$ cat src/hw/rtl/wtq_pkg.sv
// Shared types and codes for the wrap-aware timer queue.
package wtq_pkg;

  localparam logic MODE_INSERT  = 1'b0;
  localparam logic MODE_ADVANCE = 1'b1;

  localparam logic [1:0] KIND_EXPIRED = 2'd0;
  localparam logic [1:0] KIND_INSERT  = 2'd1;
  localparam logic [1:0] KIND_DONE    = 2'd2;

  localparam logic [1:0] CELL_HOLD   = 2'd0;
  localparam logic [1:0] CELL_INSERT = 2'd1;
  localparam logic [1:0] CELL_DROP   = 2'd2;
  localparam logic [1:0] CELL_UNWRAP = 2'd3;

  typedef struct packed {
    logic        mode;
    logic [7:0]  timer_id;
    logic [31:0] delay_ticks;
    logic [31:0] clock_now;
  } in_word_t;

  typedef struct packed {
    logic [1:0]  kind;
    logic [7:0]  expired_id;
    logic        forced;
    logic        queue_full;
    logic [31:0] wait_ticks;
    logic        queue_empty;
    logic        last;
  } out_word_t;

  typedef struct packed {
    logic [1:0] op;
    logic       new_wrapped;
  } cell_ctrl_t;

endpackage

$ cat src/hw/rtl/wtq_cell.sv
// Sorted chain slot: holds an entry, shifts right on insert, left on drop; clears wrap.
module wtq_cell #(
  parameter int CLOCK_BITS = 32,
  parameter int ID_BITS    = 8
) (
  input  logic                   clk,
  input  logic                   rst,
  input  wtq_pkg::cell_ctrl_t    ctrl,
  input  logic [CLOCK_BITS-1:0]  new_deadline,
  input  logic [ID_BITS-1:0]     new_id,
  input  logic                   prev_after,
  input  logic                   prev_valid,
  input  logic                   prev_wrapped,
  input  logic [CLOCK_BITS-1:0]  prev_deadline,
  input  logic [ID_BITS-1:0]     prev_id,
  input  logic                   next_valid,
  input  logic                   next_wrapped,
  input  logic [CLOCK_BITS-1:0]  next_deadline,
  input  logic [ID_BITS-1:0]     next_id,
  output logic                   valid,
  output logic                   wrapped,
  output logic [CLOCK_BITS-1:0]  deadline,
  output logic [ID_BITS-1:0]     id,
  output logic                   after
);
  import wtq_pkg::*;

  // entry sorts strictly ahead of the new key, so it stays put
  assign after = valid && ((!wrapped && ctrl.new_wrapped) ||
                           ((wrapped == ctrl.new_wrapped) && (deadline < new_deadline)));

  always_ff @(posedge clk) begin
    if (rst) begin
      valid   <= 1'b0;
      wrapped <= 1'b0;
    end else begin
      case (ctrl.op)
        CELL_INSERT: begin
          if (!after) begin
            if (prev_after) begin
              valid    <= 1'b1;
              wrapped  <= ctrl.new_wrapped;
              deadline <= new_deadline;
              id       <= new_id;
            end else begin
              valid    <= prev_valid;
              wrapped  <= prev_wrapped;
              deadline <= prev_deadline;
              id       <= prev_id;
            end
          end
        end
        CELL_DROP: begin
          valid    <= next_valid;
          wrapped  <= next_wrapped;
          deadline <= next_deadline;
          id       <= next_id;
        end
        CELL_UNWRAP: wrapped <= 1'b0;
        default: ;
      endcase
    end
  end

endmodule

$ cat src/hw/rtl/wrap_aware_timer_queue.sv
// Top level of the wrap-aware timer queue: sequencer, tick clock and the cell chain.
//
//  channel | direction | handshake          | word
//  in      | input     | in_valid/in_ready   | wtq_pkg::in_word_t  (insert or advance)
//  out     | output    | out_valid/out_ready | wtq_pkg::out_word_t (expiry, status, done)
//
// An insert, with out free, compares in every cell and shifts the chain unless it is full.
// An advance sets the tick clock; if the clock wrapped, it force-expires the unwrapped
// heads, then clears the wrap marks. The drain moves one head per cycle unless out stalls.
// Reset empties the chain and sets the tick clock to zero. A stalled out channel holds the
// sequencer; one input word is captured while the last result still waits.
module wrap_aware_timer_queue #(
  parameter int DEPTH      = 32,
  parameter int ID_BITS    = 8,
  parameter int CLOCK_BITS = 32
) (
  input  logic               clk,
  input  logic               rst,
  input  logic               in_valid,
  output logic               in_ready,
  input  wtq_pkg::in_word_t  in_word,
  output logic               out_valid,
  input  logic               out_ready,
  output wtq_pkg::out_word_t out_word
);
  import wtq_pkg::*;

  localparam logic [1:0] ST_IDLE   = 2'd0;
  localparam logic [1:0] ST_EXEC   = 2'd1;
  localparam logic [1:0] ST_FORCE  = 2'd2;
  localparam logic [1:0] ST_EXPIRE = 2'd3;

  logic [1:0]            state, state_next;
  logic [CLOCK_BITS-1:0] cur_clock, cur_clock_next;

  logic                  item_mode;
  logic [ID_BITS-1:0]    item_id;
  logic [CLOCK_BITS-1:0] item_delay;
  logic [CLOCK_BITS-1:0] item_now;

  logic [ID_BITS+7:0]     id_ext;
  logic [CLOCK_BITS+31:0] delay_ext;
  logic [CLOCK_BITS+31:0] now_ext;

  cell_ctrl_t            ctrl;
  logic [CLOCK_BITS-1:0] new_deadline;

  logic [DEPTH-1:0]      c_valid, c_wrapped, c_after;
  logic [CLOCK_BITS-1:0] c_deadline [DEPTH];
  logic [ID_BITS-1:0]    c_id       [DEPTH];

  logic                  out_free, out_load;
  out_word_t             out_next;

  logic [CLOCK_BITS-1:0] head_diff;
  logic [CLOCK_BITS+31:0] diff_ext;
  logic [ID_BITS+7:0]    head_id_ext;
  logic                  head_due;

  assign id_ext    = {{ID_BITS{1'b0}}, in_word.timer_id};
  assign delay_ext = {{CLOCK_BITS{1'b0}}, in_word.delay_ticks};
  assign now_ext   = {{CLOCK_BITS{1'b0}}, in_word.clock_now};

  assign in_ready = (state == ST_IDLE);
  assign out_free = !out_valid || out_ready;

  assign new_deadline = cur_clock + item_delay;

  assign head_diff   = c_deadline[0] - cur_clock;
  assign diff_ext    = {32'd0, head_diff};
  assign head_id_ext = {8'd0, c_id[0]};
  assign head_due    = c_valid[0] && !c_wrapped[0] && (c_deadline[0] <= cur_clock);

  // chain of cells, head at index 0
  for (genvar i = 0; i < DEPTH; i++) begin : g_cell
    logic                  p_after, p_valid, p_wrapped, n_valid, n_wrapped;
    logic [CLOCK_BITS-1:0] p_deadline, n_deadline;
    logic [ID_BITS-1:0]    p_id, n_id;

    if (i == 0) begin : g_first
      assign p_after    = 1'b1;
      assign p_valid    = 1'b0;
      assign p_wrapped  = 1'b0;
      assign p_deadline = '0;
      assign p_id       = '0;
    end else begin : g_mid
      assign p_after    = c_after[i-1];
      assign p_valid    = c_valid[i-1];
      assign p_wrapped  = c_wrapped[i-1];
      assign p_deadline = c_deadline[i-1];
      assign p_id       = c_id[i-1];
    end

    if (i == DEPTH - 1) begin : g_last
      assign n_valid    = 1'b0;
      assign n_wrapped  = 1'b0;
      assign n_deadline = '0;
      assign n_id       = '0;
    end else begin : g_body
      assign n_valid    = c_valid[i+1];
      assign n_wrapped  = c_wrapped[i+1];
      assign n_deadline = c_deadline[i+1];
      assign n_id       = c_id[i+1];
    end

    wtq_cell #(
      .CLOCK_BITS (CLOCK_BITS),
      .ID_BITS    (ID_BITS)
    ) u_cell (
      .clk           (clk),
      .rst           (rst),
      .ctrl          (ctrl),
      .new_deadline  (new_deadline),
      .new_id        (item_id),
      .prev_after    (p_after),
      .prev_valid    (p_valid),
      .prev_wrapped  (p_wrapped),
      .prev_deadline (p_deadline),
      .prev_id       (p_id),
      .next_valid    (n_valid),
      .next_wrapped  (n_wrapped),
      .next_deadline (n_deadline),
      .next_id       (n_id),
      .valid         (c_valid[i]),
      .wrapped       (c_wrapped[i]),
      .deadline      (c_deadline[i]),
      .id            (c_id[i]),
      .after         (c_after[i])
    );
  end

  always_comb begin
    state_next       = state;
    cur_clock_next   = cur_clock;
    ctrl.op          = CELL_HOLD;
    ctrl.new_wrapped = (new_deadline < cur_clock);
    out_load         = 1'b0;
    out_next         = '0;
    out_next.kind    = KIND_EXPIRED;

    unique case (state)
      ST_IDLE: begin
        if (in_valid) state_next = ST_EXEC;
      end
      ST_EXEC: begin
        if (item_mode == MODE_ADVANCE) begin
          cur_clock_next = item_now;
          state_next     = (item_now < cur_clock) ? ST_FORCE : ST_EXPIRE;
        end else if (out_free) begin
          out_load        = 1'b1;
          out_next.kind   = KIND_INSERT;
          out_next.last   = 1'b1;
          // a full chain drops the insert
          if (c_valid[DEPTH-1]) out_next.queue_full = 1'b1;
          else                  ctrl.op = CELL_INSERT;
          state_next = ST_IDLE;
        end
      end
      ST_FORCE: begin
        if (c_valid[0] && !c_wrapped[0]) begin
          if (out_free) begin
            out_load             = 1'b1;
            out_next.kind        = KIND_EXPIRED;
            out_next.expired_id  = head_id_ext[7:0];
            out_next.forced      = 1'b1;
            out_next.queue_empty = !c_valid[1];
            ctrl.op              = CELL_DROP;
          end
        end else begin
          // only wrapped entries remain; they now live in the current epoch
          ctrl.op    = CELL_UNWRAP;
          state_next = ST_EXPIRE;
        end
      end
      ST_EXPIRE: begin
        if (out_free) begin
          out_load = 1'b1;
          if (head_due) begin
            out_next.kind        = KIND_EXPIRED;
            out_next.expired_id  = head_id_ext[7:0];
            out_next.queue_empty = !c_valid[1];
            ctrl.op              = CELL_DROP;
          end else begin
            out_next.kind        = KIND_DONE;
            out_next.last        = 1'b1;
            out_next.queue_empty = !c_valid[0];
            if (c_valid[0]) begin
              out_next.wait_ticks = (|diff_ext[CLOCK_BITS+31:32]) ? 32'hFFFF_FFFF
                                                                 : diff_ext[31:0];
            end
            state_next = ST_IDLE;
          end
        end
      end
      default: state_next = ST_IDLE;
    endcase
  end

  always_ff @(posedge clk) begin
    if (rst) begin
      state     <= ST_IDLE;
      cur_clock <= '0;
      out_valid <= 1'b0;
    end else begin
      state     <= state_next;
      cur_clock <= cur_clock_next;
      if (out_load)       out_valid <= 1'b1;
      else if (out_ready) out_valid <= 1'b0;
    end
  end

  always_ff @(posedge clk) begin
    if (in_valid && in_ready) begin
      item_mode  <= in_word.mode;
      item_id    <= id_ext[ID_BITS-1:0];
      item_delay <= delay_ext[CLOCK_BITS-1:0];
      item_now   <= now_ext[CLOCK_BITS-1:0];
    end
    if (out_load) out_word <= out_next;
  end

`ifndef SYNTH
  // occupied cells form an unbroken run from the head
  a_contiguous: assert property (@(posedge clk) disable iff (rst)
    (c_valid[DEPTH-1:1] & ~c_valid[DEPTH-2:0]) == '0)
    else $error("timer chain has a gap");

  // the two front cells stay in key order
  a_head_order: assert property (@(posedge clk) disable iff (rst)
    c_valid[1] |-> ((!c_wrapped[0] && c_wrapped[1]) ||
                    ((c_wrapped[0] == c_wrapped[1]) && (c_deadline[0] <= c_deadline[1]))))
    else $error("timer chain out of order at head");

  // a dropped insert leaves the chain occupancy unchanged
  a_full_drop: assert property (@(posedge clk) disable iff (rst)
    (state == ST_EXEC && item_mode == MODE_INSERT && out_free && c_valid[DEPTH-1])
    |=> (c_valid == $past(c_valid)))
    else $error("full-queue insert changed the chain");
`endif

endmodule

$ cat config.mk
export PLATFORM = sky130hd
export DESIGN_NAME = wrap_aware_timer_queue
export DESIGN_NICKNAME = d
export VERILOG_FILES = /design/src/hw/rtl/wtq_pkg.sv /design/src/hw/rtl/wtq_cell.sv /design/src/hw/rtl/wrap_aware_timer_queue.sv
export SDC_FILE = /design/constraint.sdc
export NUM_CORES = 2
export LEC_CHECK = 0
export BUFFER_PORTS_ARGS = -buffer_cell sky130_fd_sc_hd__buf_4
export CORE_MARGIN = 3
export CORE_UTILIZATION = 50
export CTS_CLUSTER_SIZE = 10
export DETAILED_ROUTE_END_ITERATION = 10
export PLACE_DENSITY = 0.67
export SLEW_MARGIN = 20
export SYNTH_ARGS = -nofsm -noshare
export SYNTH_HDL_FRONTEND = slang
export SYNTH_SLANG_ARGS = --single-unit
export TNS_END_PERCENT = 20
$ cat constraint.sdc
create_clock -name clk -period 7.8 [get_ports clk]
set_input_delay 2.34 -clock clk [delete_from_list [all_inputs] [get_ports clk]]
set_output_delay 2.34 -clock clk [all_outputs]
set_load 0.005 [all_outputs]
==> out/results.ini <==
[outcome]
outcome=finished clean

[synthesis]
synthDistinctLibCells=104
yosys_warnings=0
synth.area.top_cells=edfxtp_1 (41%), ha_1 (13%), nand2_1 (4.5%), o221ai_1 (3.4%), a221o_1 (2.8%)
synth_top_area_share_pct=41.5
synth.largest_area_cell=edfxtp_1
synth_async_sr_flop_share_pct=0
synthesis.area_sq_mm=0.101
synthCells=10100
synth.most_common_cell=edfxtp_1
synth-seq-area-share_pct=43.4
syn-num-nets=11200
synth_ff_type=edfxtp_1
syn_avg_cell_area_sq_um=10.1
synth_edf_count=1399
yosys-top-cells-count=edfxtp_1 (1399), nand2_1 (1212), ha_1 (1057)
yosys_register_bits=1498

[setup_path]
critPathLaunchType=flip-flop
r2r_cells=27
required_ns=8.37
reg2reg_slack_ns=0.16
crit_path_end_kind=flip-flop
crit_arrival_ns=8.21
startpoint=cur_clock[0]$_SDFFE_PP0P_
r2r-start=cur_clock[0]$_SDFFE_PP0P_
cp_max_fo=18
r2r-end=g_cell[26].u_cell.deadline[14]$_DFFE_PP_
crit_type=flip-flop to flip-flop

[layout]
drive_above_1_share_pct=9.45
register_area_sq_mm=0.0440
nNetsFinal=11100
final_cell_area_sq_mm=0.112
synthToLayoutAreaGrowth_pct=10.7
multi_input_area_sq_mm=0.0525
n_fill_cell=17400
instances_no_fill=12700

[min_path]
hold_class=flip-flop to flip-flop
hold_depth=2
hp-start=cur_clock[5]$_SDFFE_PP0P_
hold_path_end=cur_clock[5]$_SDFFE_PP0P_

[routing]
drc=0
vias=91600
ant_nets=0
routed_wl_um=398000
post_drt_wl_per_cell_um=31.3
via_per_inst=7.20
drt_iter0_markers=13500
firstDrtPassIters=7

[global_routing]
overflow=0
grt_start_max_net_pins=228
grt_pass1_wl_um=583000
grt_util_all_layers_pct=36.8
first_global_vias=87400
antenna_found_initial=15

[floorplanning]
ios=125
initial_core_util_pct=50.5
die_w_um=456
rows=164
dieArea_sq_mm=0.208
die_height_um=456
core_sq_mm=0.201

[pwr]
p_switching_mw=10.6
internal-power_mw=17.8
p_seq_share_pct=38.9
ir_drop_mv=0.245
switching_share_pct=37.4
comb_power_share_pct=32.9
power_frac_clock_pct=28.2
powerDensity_mw_per_mm2=253
p_leak_nw=43.6

[cts]
htree_levels=4
cts_root_buffer=clkbuf_16
cts.path.max_buffers=3
worstSkewPairLatency_ns=0.88
cts.sinks=1498
cts_made_buffers=179
ctsResizeCount=0
cts_tree=yes
post_cts_buffers=0
clk_pin_slew_worst_paths_ns=0.06
cts_hold_buf=0

[job]
drv_cap=0

[timing]
hold_viol=0
clock_skew_ns=0.0437
drv_slew=0
fin_crit_sh_pct=98.0
fin_crit_ns=7.64
relSlewSlack_pct=13.3
setup_viol=0
maxClockFrequency_mhz=131
grt_setup_unrepaired=no
worst_pin_slew_ns=1.27

[placement]
dp_cells=12400
portBuffers=124
post-dp-hpwl_um=290000
place_congestion=0.982
placed_area_sq_mm=0.107

cells by family (layout without fill, tap and decap cells):
logic type,after synthesis,in the layout,synth area share [%]
multiplexers,119,119,1.18
adder cells (fa/ha/maj),1075,1075,13.3
AO/OA/AOI/OAI,3039,3040,22.2
XOR/XNOR,43,43,0.385
other,0,7,0
AND/OR/NAND/NOR,2897,2897,14.1
buffers and inverters,1379,1380,5.42
flip-flops,1498,1498,43.4
sequential cells by signal, summed over array words and instances (netlist names), 32 cells and up, named ones only:
signal,cells
g_cell.u_cell.deadline,1024
g_cell.u_cell.id,256
out_word,46
cur_clock,32
g_cell.u_cell.valid,32
g_cell.u_cell.wrapped,32
item_delay,32
item_now,32
cell type report:
type	instances	share of cell area (%)
timing repair buffer	542	4.39
inverter	544	1.83
tap	2656	2.96
sequential	1498	39.2
antenna	7	0.0156
multi-input combinational	7174	46.8
clock buffer	257	4.34
clock inverter	37	0.407
routing by layer:
metal / vias up / wire (um) / track usage, %
met2: 6415 / 165000 / 52.8
met5: - / 208 / 0.299
met3: 1162 / 52500 / 10.1
li1: 39200 / - / -
met1: 44800 / 156000 / 50.6
met4: 18 / 24500 / 19.6
worst max path at each step:
stage	endpoint	slack, ns
after detailed placement	g_cell[26].u_cell.deadline[13]$_DFFE_PP_	0.31
after global routing	g_cell[26].u_cell.deadline[15]$_DFFE_PP_	0.05
after floorplan	g_cell[2].u_cell.deadline[0]$_DFFE_PP_	-0.42
after CTS	g_cell[26].u_cell.deadline[15]$_DFFE_PP_	0.25
final	g_cell[26].u_cell.deadline[14]$_DFFE_PP_	0.16
after global placement	g_cell[4].u_cell.deadline[28]$_DFFE_PP_	0.19
power groups by stage:
stage	Sequential, mW	Combinational [mW]	Clock, mW
3_5_place_dp	11.2	8.98	0
4_1_cts	11.0	9.05	8.02
2_1_floorplan	10.8	5.48	0
3_3_place_gp	11.2	8.67	0
5_1_grt	11.1	10.0	8.33
6_report	11.1	9.34	8.00
worst max-delay path: stages (launching register included):
cell	delay [ns]
dfxtp_1	0.41
ha_1	0.25
inv_1	0.08
fa_2	0.35
nand2b_1	0.18
a21oi_1	0.29
o21a_1	0.23
o31ai_2	0.12
buf_4	0.15
a21boi_0	0.23
o21a_1	0.18
o21ai_0	0.12
nand3_1	0.26
inv_1	0.45
buf_4	0.40
ha_1	0.23
a21o_1	0.18
a21o_1	0.18
a21o_1	0.17
a21o_1	0.20
a21oi_1	0.16
nor2_1	0.06
a2111oi_0	0.96
buf_4	0.27
and3_2	0.18
or2_2	0.43
buf_4	0.38
o221ai_1	0.19
through the flow:
step	hold slack, ns	power (mW)	utilization [%]	setup slack [ns]	setup TNS, ns
floorplan	0.454	16.3	-	-0.418	-133.23
global placement	0.464	19.8	53.2	0.191	0
detailed placement	0.469	20.1	53.2	0.314	0
CTS	0.476	28.1	55.9	0.247	0
global route	0.495	29.5	55.9	0.0498	0
finish	0.480	28.4	55.9	0.159	0
layout by cell type (no fill, tap or decap), drive strengths merged, types with 186 or more instances in the layout:
cell	count
nor2	255
nand4	186
nand3	510
clkbuf	257
o311ai	361
a221o	280
o221ai	391
ha	1057
nand2	1213
a21o	264
o21ai	589
a21oi	483
buf	542
edfxtp	1399
inv	549
No activity file was read; power rests on OpenSTA's default activity.
